[config.mk]
export PLATFORM = sky130hd
export DESIGN_NAME = utf8_stream_decoder
export DESIGN_NICKNAME = d
export VERILOG_FILES = /design/src/design/u8dec_pkg.sv /design/src/design/u8dec_decode.sv /design/src/design/u8dec_outreg.sv /design/src/design/utf8_stream_decoder.sv
export SDC_FILE = /design/constraint.sdc
export NUM_CORES = 1
export LEC_CHECK = 0
export ABC_AREA = 1
export BUFFER_PORTS_ARGS = -buffer_cell sky130_fd_sc_hd__buf_2
export CAP_MARGIN = 40
export CORE_UTILIZATION = 25
export DETAILED_ROUTE_END_ITERATION = 8
export GPL_TIMING_DRIVEN = 0
export HOLD_SLACK_MARGIN = 0.02
export PLACE_DENSITY = 0.44
export SLEW_MARGIN = 20
export SYNTH_ARGS = -nofsm -noshare
export SYNTH_HDL_FRONTEND = slang
export SYNTH_SLANG_ARGS = --single-unit
[constraint.sdc]
create_clock -name clk -period 2.4 [get_ports clk]
set_clock_uncertainty 0.2 [all_clocks]
set_input_delay 0.12 -clock clk [delete_from_list [all_inputs] [get_ports clk]]
set_output_delay 0.12 -clock clk [all_outputs]
set_load 0.005 [all_outputs]
[src/design/u8dec_pkg.sv]
// Shared types and constants of the UTF-8 stream decoder.
`timescale 1ns / 1ps
`default_nettype none
package u8dec_pkg;

	localparam int unsigned CpWidth = 21;
	localparam int unsigned RemWidth = 2;

	localparam logic [CpWidth-1:0] CpReplacement = 21'h00FFFD;

	// Lead byte classes, matched as (byte & mask) == pattern.
	localparam logic [7:0] Lead1Mask = 8'h80;
	localparam logic [7:0] Lead1Pat = 8'h00;
	localparam logic [7:0] Lead2Mask = 8'hE0;
	localparam logic [7:0] Lead2Pat = 8'hC0;
	localparam logic [7:0] Lead3Mask = 8'hF0;
	localparam logic [7:0] Lead3Pat = 8'hE0;
	localparam logic [7:0] Lead4Mask = 8'hF8;
	localparam logic [7:0] Lead4Pat = 8'hF0;

	// Payload masks for lead and following bytes.
	localparam logic [7:0] Pay2Mask = 8'h1F;
	localparam logic [7:0] Pay3Mask = 8'h0F;
	localparam logic [7:0] Pay4Mask = 8'h07;
	localparam logic [7:0] ContMask = 8'h3F;

	typedef struct packed {
		logic [RemWidth-1:0] rem;
		logic [CpWidth-1:0] acc;
	} u8dec_state_t;

	typedef struct packed {
		logic valid;
		logic [CpWidth-1:0] code_point;
		logic replaced;
		logic end_of_string;
	} u8dec_res_t;

endpackage
`default_nettype wire

[src/design/u8dec_decode.sv]
// Combinational decode step: one byte against the open-sequence state.
`timescale 1ns / 1ps
`default_nettype none
module u8dec_decode (
	input wire u8dec_pkg::u8dec_state_t state,
	input wire [7:0] byte_in,
	input wire last_byte,
	output u8dec_pkg::u8dec_state_t state_next,
	output u8dec_pkg::u8dec_res_t res
);

	logic is_l1, is_l2, is_l3, is_l4;
	logic [u8dec_pkg::CpWidth-1:0] acc_shift;
	logic [u8dec_pkg::RemWidth-1:0] rem_dec;

	assign is_l1 = (byte_in & u8dec_pkg::Lead1Mask) == u8dec_pkg::Lead1Pat;
	assign is_l2 = (byte_in & u8dec_pkg::Lead2Mask) == u8dec_pkg::Lead2Pat;
	assign is_l3 = (byte_in & u8dec_pkg::Lead3Mask) == u8dec_pkg::Lead3Pat;
	assign is_l4 = (byte_in & u8dec_pkg::Lead4Mask) == u8dec_pkg::Lead4Pat;

	// Following bytes are not checked for the continuation pattern.
	assign acc_shift = {state.acc[u8dec_pkg::CpWidth-7:0],
		byte_in[5:0] & u8dec_pkg::ContMask[5:0]};
	assign rem_dec = state.rem - 2'd1;

	always_comb begin
		state_next = state;
		res.valid = 1'b0;
		res.code_point = '0;
		res.replaced = 1'b0;
		res.end_of_string = last_byte;
		if (state.rem == '0) begin
			if (is_l1) begin
				res.valid = 1'b1;
				res.code_point = {13'd0, byte_in};
			end else if (!(is_l2 || is_l3 || is_l4)) begin
				res.valid = 1'b1;
				res.code_point = u8dec_pkg::CpReplacement;
				res.replaced = 1'b1;
			end else if (last_byte) begin
				// String ends right after a multi-byte lead.
				res.valid = 1'b1;
				res.code_point = u8dec_pkg::CpReplacement;
				res.replaced = 1'b1;
			end else if (is_l2) begin
				state_next.acc = {16'd0, byte_in[4:0] & u8dec_pkg::Pay2Mask[4:0]};
				state_next.rem = 2'd1;
			end else if (is_l3) begin
				state_next.acc = {17'd0, byte_in[3:0] & u8dec_pkg::Pay3Mask[3:0]};
				state_next.rem = 2'd2;
			end else begin
				state_next.acc = {18'd0, byte_in[2:0] & u8dec_pkg::Pay4Mask[2:0]};
				state_next.rem = 2'd3;
			end
		end else begin
			state_next.rem = rem_dec;
			state_next.acc = acc_shift;
			if (rem_dec == '0) begin
				res.valid = 1'b1;
				res.code_point = acc_shift;
				state_next.acc = '0;
			end else if (last_byte) begin
				// Truncated sequence: drop it and report one replacement.
				res.valid = 1'b1;
				res.code_point = u8dec_pkg::CpReplacement;
				res.replaced = 1'b1;
				state_next.rem = '0;
				state_next.acc = '0;
			end
		end
	end

endmodule
`default_nettype wire

[src/design/u8dec_outreg.sv]
// Output register of the decoder with stream-side handshake.
`timescale 1ns / 1ps
`default_nettype none
module u8dec_outreg (
	input wire clk,
	input wire arst_n,
	input wire load,
	input wire u8dec_pkg::u8dec_res_t res,
	output logic free,
	output logic m_axis_tvalid,
	input wire m_axis_tready,
	output logic [23:0] m_axis_tdata,
	output logic m_axis_tuser,
	output logic m_axis_tlast
);

	logic valid_q;
	logic [u8dec_pkg::CpWidth-1:0] cp_q;
	logic rep_q;
	logic eos_q;

	// The register can take a new result when empty or when drained this cycle.
	assign free = !valid_q || m_axis_tready;

	always_ff @(posedge clk or negedge arst_n) begin
		if (!arst_n) begin
			valid_q <= 1'b0;
		end else if (free) begin
			valid_q <= load;
		end
	end

	always_ff @(posedge clk) begin
		if (free && load) begin
			cp_q <= res.code_point;
			rep_q <= res.replaced;
			eos_q <= res.end_of_string;
		end
	end

	assign m_axis_tvalid = valid_q;
	assign m_axis_tdata = {3'd0, cp_q};
	assign m_axis_tuser = rep_q;
	assign m_axis_tlast = eos_q;

endmodule
`default_nettype wire

[src/design/utf8_stream_decoder.sv]
// Top level of the UTF-8 stream decoder: input register, decode step, output register.
//
//   channel  dir  tdata (low bit up)           tuser        tlast
//   s_axis   in   byte_in[7:0]                 -            last_byte
//   m_axis   out  code_point[20:0], 3'b0 pad   replaced     end_of_string
//
// One byte is taken per cycle while s_axis_tready is high. A byte waits in the input
// register, where the decode step runs against the open-sequence state, and its
// result (if any) lands in the output register when the byte leaves that register.
// Bytes that open or continue a sequence give no word unless they end the string.
// Reset clears the sequence state and both valid flags. While the output word waits
// untaken, the byte in the input register holds, even one that gives no word, and
// s_axis_tready stays low while both registers are full and the word is not taken.
`timescale 1ns / 1ps
`default_nettype none
module utf8_stream_decoder (
	input wire clk,
	input wire arst_n,
	input wire s_axis_tvalid,
	output logic s_axis_tready,
	input wire [7:0] s_axis_tdata,   // byte_in[7:0]
	input wire s_axis_tlast,         // last_byte
	output logic m_axis_tvalid,
	input wire m_axis_tready,
	output logic [23:0] m_axis_tdata, // code_point[20:0], then three zero bits
	output logic m_axis_tuser,       // replaced
	output logic m_axis_tlast        // end_of_string
);

	// Input register stage.
	logic valid_s1;
	logic [7:0] byte_s1;
	logic last_s1;

	// Sequence state: bytes still expected and payload collected so far.
	u8dec_pkg::u8dec_state_t state_q;
	u8dec_pkg::u8dec_state_t state_next;
	u8dec_pkg::u8dec_res_t res;

	logic out_free;
	logic advance;

	// The byte in stage one moves on whenever the output register can take
	// a result, whether or not this byte produces one.
	assign advance = out_free;
	assign s_axis_tready = !valid_s1 || advance;

	always_ff @(posedge clk or negedge arst_n) begin
		if (!arst_n) begin
			valid_s1 <= 1'b0;
		end else if (s_axis_tready) begin
			valid_s1 <= s_axis_tvalid;
		end
	end

	always_ff @(posedge clk) begin
		if (s_axis_tready && s_axis_tvalid) begin
			byte_s1 <= s_axis_tdata;
			last_s1 <= s_axis_tlast;
		end
	end

	u8dec_decode u_decode (
		.state(state_q),
		.byte_in(byte_s1),
		.last_byte(last_s1),
		.state_next(state_next),
		.res(res)
	);

	// The state advances once per byte, when the byte leaves stage one.
	always_ff @(posedge clk or negedge arst_n) begin
		if (!arst_n) begin
			state_q <= '0;
		end else if (valid_s1 && advance) begin
			state_q <= state_next;
		end
	end

	u8dec_outreg u_outreg (
		.clk(clk),
		.arst_n(arst_n),
		.load(valid_s1 && res.valid),
		.res(res),
		.free(out_free),
		.m_axis_tvalid(m_axis_tvalid),
		.m_axis_tready(m_axis_tready),
		.m_axis_tdata(m_axis_tdata),
		.m_axis_tuser(m_axis_tuser),
		.m_axis_tlast(m_axis_tlast)
	);

	// A replacement word always carries U+FFFD.
	assert property (@(posedge clk) disable iff (!arst_n)
		(m_axis_tvalid && m_axis_tuser) |-> (m_axis_tdata[20:0] == u8dec_pkg::CpReplacement))
		else $error("replacement word without U+FFFD");

	// The last byte of a string always leaves no sequence open.
	assert property (@(posedge clk) disable iff (!arst_n)
		(valid_s1 && advance && last_s1) |=> (state_q.rem == '0))
		else $error("sequence still open after last byte");

	// The last byte of a string always produces a word.
	assert property (@(posedge clk) disable iff (!arst_n)
		(valid_s1 && advance && last_s1) |-> res.valid)
		else $error("last byte gave no word");

	// Input stalls only behind a full, unaccepted output word.
	assert property (@(posedge clk) disable iff (!arst_n)
		!s_axis_tready |-> (valid_s1 && m_axis_tvalid && !m_axis_tready))
		else $error("input stalled without output backpressure");

endmodule
`default_nettype wire

==> flow_summary_export.csv, run 1 <==
group,metric,value,unit
place,post-place-ws,-0.1896,ns
place,placed_area,2693,sq um
finish,final_cells,413,
grt,grt_use_met2,18.09,%
setup_path,timing.rr.start,"state_q[21]$_DFFE_PN0P_",
synthesis,synthCells,242,
synthesis,synth_top_cell_by_area,"edfxtp_1",
pwr,power_density,1094,nW/um^2
synthesis,async_flop_share,37.25,%
setup_path,reg2regPathDepth,8,
setup_path,crit_type,"register to register",
timing,hold_slack,0.07322,ns
die,io_pins,41,
grt,grt_pass1_wl,8.211,mm
setup_path,required,2.23,ns
die,dieArea,9740,sq um
timing,hold_viol_final,0,
place,routabilityCongestion,0.8818,
grt,overflow,0,
finish,final_util,33.08,%
setup_path,worst-path-buf-inv,5,
pwr,leakage,1.425,nW
clocking,clkSinkCount,51,
route,vias_per_cell,4.232,
clocking,htree_num_levels,2,
grt,antenna_found_initial,0,
synthesis,synth.distinct_cells,22,
timing,rsz0062_at_grt,"no",
die,initial_core_util,26.29,%
setup_path,critPathTopFamily,"buffers and inverters",
grt,grt-busiest-layer,"met2",
synthesis,synthTopCellsByArea,"edfxtp_1, dfrtp_1, nand2_1, nand3_1, inv_1",
route,dr.pass1.iters,4,
place,dp_hpwl,3.503,mm
finish,n_antenna_cell,0,
grt,grtUsageTotal,10.80,%
finish,area_growth,25.86,%
grt,grt_pass1_vias,1742,
grt,use_met1,13.51,%
synthesis,synth_common_cells,"nand2_1, inv_1, edfxtp_1",
setup_path,cp_slowest_cell,"dfrtp_1",
route,drc_errors,0,
grt,grt_max_degree,20,
route,drt-total-wl,4.706,mm
clocking,cts_tree,"yes",
setup_path,r2r_end,"u_outreg.cp_q[19]$_SDFFCE_PP0P_",
clocking,clock_latency,0.31,ns
setup_path,endpoint_kind,"register",
synthesis,yosysMostFrequentCell,"nand2_1",
finish,drive_above_1_share,21.64,%
synthesis,synth_warnings,0,
route,post_drt_wl_per_cell,11.39,um
timing,tns,0,ns
setup_path,rrSetupSlack,0.17,ns
synthesis,yosysTopAreaCellShare,41.11,%
finish,fin_area,2942,sq um
synthesis,syn_area,2337,sq um
min_path,hold_path.class,"primary input to async pin",
setup_path,cp_max_fo,10,
die,die_height,98.69,um
timing,drv_slew,0,
place,port-buffer-count,37,
die,die_w,98.69,um
synthesis,ys.flop_type,"edfxtp_1",
setup_path,critPathMaxStageDelay,0.42,ns
grt,gr-usage-met3,2.411,%
place,place_inst,390,
timing,setup_viol,0,
timing,fin_crit,2.228,ns
route,first_iter_violations,76,
pwr,irDropWorstVdd,0.0003197,V
clocking,cts-buffers-inserted,5,
synthesis,synth.ff_latch_count,51,
timing,finalCritPeriodShare,92.82,%
status,status,"completed",
setup_path,critPathArrivalTime,2.05,ns
route,ant_nets,0,
die,row_count,34,
die,core_area,8891,sq um
synthesis,seq_area_frac_synth,61.46,%
setup_path,path_cells,"inv_1, ha_2, inv_1, nand3_1, clkbuf_4, nand3_1, clkinvlp_4, buf_4",
timing,max_freq,448.9,MHz
finish,fin_nets,320,
timing,setup_ws,0.1722,ns
clocking,cts-root-buf,"clkbuf_8",
clocking,clkTransAtPathRegs,0.10,ns
route,via_count,1748,
clocking,clk_path_buf_depth,2,
setup_path,start_kind,"register",
pwr,total_power,3.219,mW
flow_run,maxCapViolCount,0,
synthesis,synth.avg_cell_area,9.658,sq um
synthesis,synth-edff-count,32,
cell families (layout without fill, tap and decap cells):
group                    after synthesis  in the layout  share of synthesized area, %
AND/OR/NAND/NOR                      125            125                         23.45
buffers and inverters                 44            105                         8.565
other                                  1              3                        0.1604
adder cells (fa/ha/maj)                3              3                         1.606
AO/OA/AOI/OAI                         18             18                         4.765
flip-flops                            51             51                         61.46
state kept, by name, indices dropped and copies added (netlist names):
name and cells:
u_outreg.cp_q 21, state_q 17, byte_s1 8, last_s1 1, u_outreg.m_axis_tlast 1, u_outreg.m_axis_tuser 1
u_outreg.m_axis_tvalid 1, valid_s1 1
layout by cell type (no fill, tap or decap):
cell type      synthesis  final
ha_1                   3      2
nor2_1                18     18
dfrtp_1               19     19
o21ai_2                2      2
clkbuf_4               0      1
o21ai_0               13     13
inv_1                 33     32
nand3b_1               2      2
buf_4                  4      5
inv_6                  0      1
nand4_1                1      1
nand2_4                1      1
dlygate4sd3_1          0     14
edfxtp_1              32     32
nand3_4                2      2
ha_2                   0      1
nand2_1               75     75
nand3_1               25     25
buf_2                  4     40
buf_6                  2      2
a21oi_4                1      1
nand2_2                1      1
o21a_1                 1      1
clkbuf_8               0      5
o21ai_1                1      1
clkbuf_1               1      1
buf_16                 0      1
clkinvlp_4             0      3
conb_1                 1      3
area by class of cell:
| cell class | instances | area, sq um |
|---|---|---|
| fillers | 954 | 5949 |
| flip-flops and latches | 51 | 1436 |
| multi-input cells | 149 | 710.7 |
| repair buffers | 53 | 360.3 |
| well taps | 108 | 135.1 |
| inverters | 33 | 127.6 |
| plain buffers | 11 | 78.83 |
| clock buffers | 5 | 68.82 |
| clock inverters | 3 | 23.77 |
worst register-to-register path, delay by kind of cell (launching register included):
| family | cells | cell delay, ns |
|---|---|---|
| DFF | 1 | 0.42 |
| adders and majority gates | 1 | 0.26 |
| and+or+nand+nor | 2 | 0.30 |
| buffers and inverters | 5 | 0.76 |
routing by layer:
layer  wire (um)  up-vias
met5           0        -
met4         110        0
met3         180       12
met2        2159       44
met1        2256      803
li1            -      889
what timing repair did:
action                                  4_1_cts  5_1_grt
endpoints found under the setup margin       23       23
endpoints found under the hold margin        30        0
pin swaps                                     0        0
hold buffers                                 14        0
setup buffers                                 1        0
resized for setup                             1        2
report_power, final:
part	switching, mW	internal (mW)	leakage [nW]
clock	0.301	0.209	0.0408
sequential	0.120	1.30	0.559
combinational	0.783	0.504	0.825
how the worst max path moves through the flow:
stage / from / end / slack (ns) / cells past startpoint
after detailed placement: state_q[21]$_DFFE_PN0P_ / u_outreg.cp_q[0]$_DFFE_PP_ / -0.19 / 8
final: state_q[21]$_DFFE_PN0P_ / u_outreg.cp_q[19]$_SDFFCE_PP0P_ / 0.17 / 8
after floorplan: state_q[21]$_DFFE_PN0P_ / u_outreg.cp_q[0]$_DFFE_PP_ / 0.07 / 7
after global routing: state_q[21]$_DFFE_PN0P_ / u_outreg.cp_q[18]$_SDFFCE_PP0P_ / 0.03 / 8
after CTS: state_q[21]$_DFFE_PN0P_ / u_outreg.cp_q[19]$_SDFFCE_PP0P_ / 0.02 / 8
after global placement: state_q[21]$_DFFE_PN0P_ / u_outreg.cp_q[13]$_DFFE_PP_ / -0.39 / 7
Power figures use the tool's default switching activity.
==> run 2, diff against run 1 <==
--- a/config.mk
+++ b/config.mk
@@ -9,10 +9,10 @@
 export BUFFER_PORTS_ARGS = -buffer_cell sky130_fd_sc_hd__buf_2
 export CAP_MARGIN = 40
 export CORE_UTILIZATION = 25
+export CTS_CLUSTER_DIAMETER = 150
 export DETAILED_ROUTE_END_ITERATION = 8
 export GPL_TIMING_DRIVEN = 0
 export HOLD_SLACK_MARGIN = 0.02
-export PLACE_DENSITY = 0.44
 export SLEW_MARGIN = 20
 export SYNTH_ARGS = -nofsm -noshare
 export SYNTH_HDL_FRONTEND = slang
==> run 2 against run 1 <==
Clock-buffer cell count rose by 1. Wire length fell by 5.6%. Combinational power is essentially flat. Cell area about the same. Via count fell by 1.6%. Critical path depth stayed put. Critical endpoint is now u_outreg.cp_q[13]$_DFFE_PP_.
==> flow_summary_export.csv, run 2 (synthesized netlist as in run 1, its figures left out) <==
group,metric,value,unit
finish,fin_nets,319,
setup_path,crit_cells,8,
route,ant_nets,0,
die,die_w,98.69,um
grt,grt_max_degree,20,
timing,max_freq,444.5,MHz
grt,overflow,0,
die,die_height,98.69,um
grt,antenna_found_initial,0,
setup_path,rrSetupSlack,0.15,ns
die,dieArea,9740,sq um
clocking,clock_latency,0.30,ns
setup_path,cp_max_fo,18,
flow_run,maxCapViolCount,0,
finish,max_flop_register,"u_outreg.cp_q",
min_path,hold_path.class,"primary input to async pin",
route,post_drt_wl_per_cell,10.78,um
die,row_count,34,
finish,area_growth,25.75,%
setup_path,timing.rr.start,"state_q[21]$_DFFE_PN0P_",
clocking,cts_tree,"yes",
pwr,total_power,3.203,mW
die,io_pins,41,
pwr,leakage,1.432,nW
setup_path,start_kind,"register",
setup_path,path_cells,"inv_1, ha_2, inv_1, nand3_1, clkbuf_4, nand3_1, inv_4, buf_16",
finish,final_cells,412,
route,via_count,1720,
finish,drive_above_1_share,21.38,%
pwr,power_density,1090,nW/um^2
finish,layout_commonest_cell,"nand2_1",
place,port-buffer-count,37,
timing,finalCritPeriodShare,93.74,%
timing,setup_viol,0,
route,drt-total-wl,4.442,mm
place,dp_hpwl,3.289,mm
clocking,clk_path_buf_depth,2,
route,drc_errors,0,
route,vias_per_cell,4.175,
timing,fin_crit,2.250,ns
route,first_iter_violations,80,
clocking,cts-buffers-inserted,5,
setup_path,crit_type,"register to register",
setup_path,critPathTopFamily,"buffers and inverters",
status,status,"completed",
timing,drv_slew,0,
finish,n_antenna_cell,0,
setup_path,critPathMaxStageDelay,0.42,ns
clocking,cts-root-buf,"clkbuf_8",
setup_path,critPathArrivalTime,2.07,ns
grt,grt_pass1_vias,1777,
die,core_area,8891,sq um
die,initial_core_util,26.29,%
clocking,clkTransAtPathRegs,0.09,ns
timing,setup_ws,0.1502,ns
finish,top_regs,"u_outreg.cp_q (21), state_q (17), byte_s1 (8)",
timing,hold_viol_final,0,
place,post-place-ws,-0.08721,ns
finish,largest_reg_flops,21,
setup_path,endpoint_kind,"register",
finish,fill_cells,915,
grt,grtUsageTotal,10.16,%
pwr,irDropWorstVdd,0.0004273,V
setup_path,cp_slowest_cell,"dfrtp_1",
setup_path,reg2regPathDepth,8,
place,place_inst,390,
finish,final_cell_mix,"nand2_1, buf_2, inv_1, edfxtp_1, nand3_1",
route,dr.pass1.iters,4,
clocking,clkSinkCount,51,
clocking,htree_num_levels,2,
setup_path,worst-path-buf-inv,5,
setup_path,required,2.22,ns
place,routabilityCongestion,0.8734,
setup_path,r2r_end,"u_outreg.cp_q[13]$_DFFE_PP_",
clocking,post_cts_buffers,0,
grt,grt_pass1_wl,7.817,mm
## run 2: cell count changes in the layout (fill, tap and decap cells not counted)
cell,change
clkbuf_8,+1
inv_6,-1
clkinv_4,+1
inv_4,+1
buf_4,-1
clkinvlp_4,-2
## run 2: worst max-delay path by stage
| stage | startpoint | slack, ns | to |
|---|---|---|---|
| 5_1_grt | state_q[21]$_DFFE_PN0P_ | -0.003 | u_outreg.cp_q[15]$_DFFE_PP_ |
| 3_3_place_gp | state_q[21]$_DFFE_PN0P_ | -0.33 | u_outreg.cp_q[15]$_DFFE_PP_ |
| 4_1_cts | state_q[21]$_DFFE_PN0P_ | 0.01 | u_outreg.cp_q[15]$_DFFE_PP_ |
| 2_1_floorplan | state_q[21]$_DFFE_PN0P_ | 0.07 | u_outreg.cp_q[0]$_DFFE_PP_ |
| 3_5_place_dp | state_q[21]$_DFFE_PN0P_ | -0.09 | u_outreg.cp_q[15]$_DFFE_PP_ |
| 6_report | state_q[21]$_DFFE_PN0P_ | 0.15 | u_outreg.cp_q[13]$_DFFE_PP_ |
## run 2: final cells by class
| type | count | area [sq um] | share of cell area [%] |
|---|---|---|---|
| buffer | 11 | 78.83 | 2.682 |
| clock buffer | 6 | 82.58 | 2.810 |
| clock inverter | 2 | 16.27 | 0.5534 |
| inverter | 33 | 126.4 | 4.300 |
| multi-input combinational | 149 | 710.7 | 24.18 |
| sequential | 51 | 1436 | 48.87 |
| tap | 108 | 135.1 | 4.598 |
| timing repair buffer | 52 | 352.8 | 12.01 |
## run 2: power breakdown
| group | leakage [nW] | internal [mW] | total, mW | switching [mW] |
|---|---|---|---|---|
| Combinational | 0.825 | 0.495 | 1.26 | 0.763 |
| Clock | 0.0474 | 0.236 | 0.519 | 0.283 |
| Sequential | 0.559 | 1.30 | 1.43 | 0.122 |
## run 2: metal layers
metal  GRT usage (%)  share of wire (%)
met5               0                  0
met2           18.42                 49
met1           11.61                 45
met3           2.411                5.1
met4           3.789                1.1
## run 2: metrics by stage
step           hold slack (ns)  area, sq um  TNS (ns)  utilization [%]
3_3_place_gp           -0.1052         2665    -7.606            29.97
2_1_floorplan          -0.3756         2345         0                -
6_report               0.07912         2939         0            33.06
3_5_place_dp          -0.09744         2693    -1.545            30.28
5_1_grt                 0.1317         2939  -0.01818            33.06
4_1_cts                 0.1006         2932         0            32.97
## run 2: what timing repair did
item                       4_1_cts  5_1_grt
hold endpoints to repair        30        0
setup endpoints to repair       18       18
hold buffers                    14        0
pin swaps                        0        0
gates resized for setup          1        3
cloned                           0        0
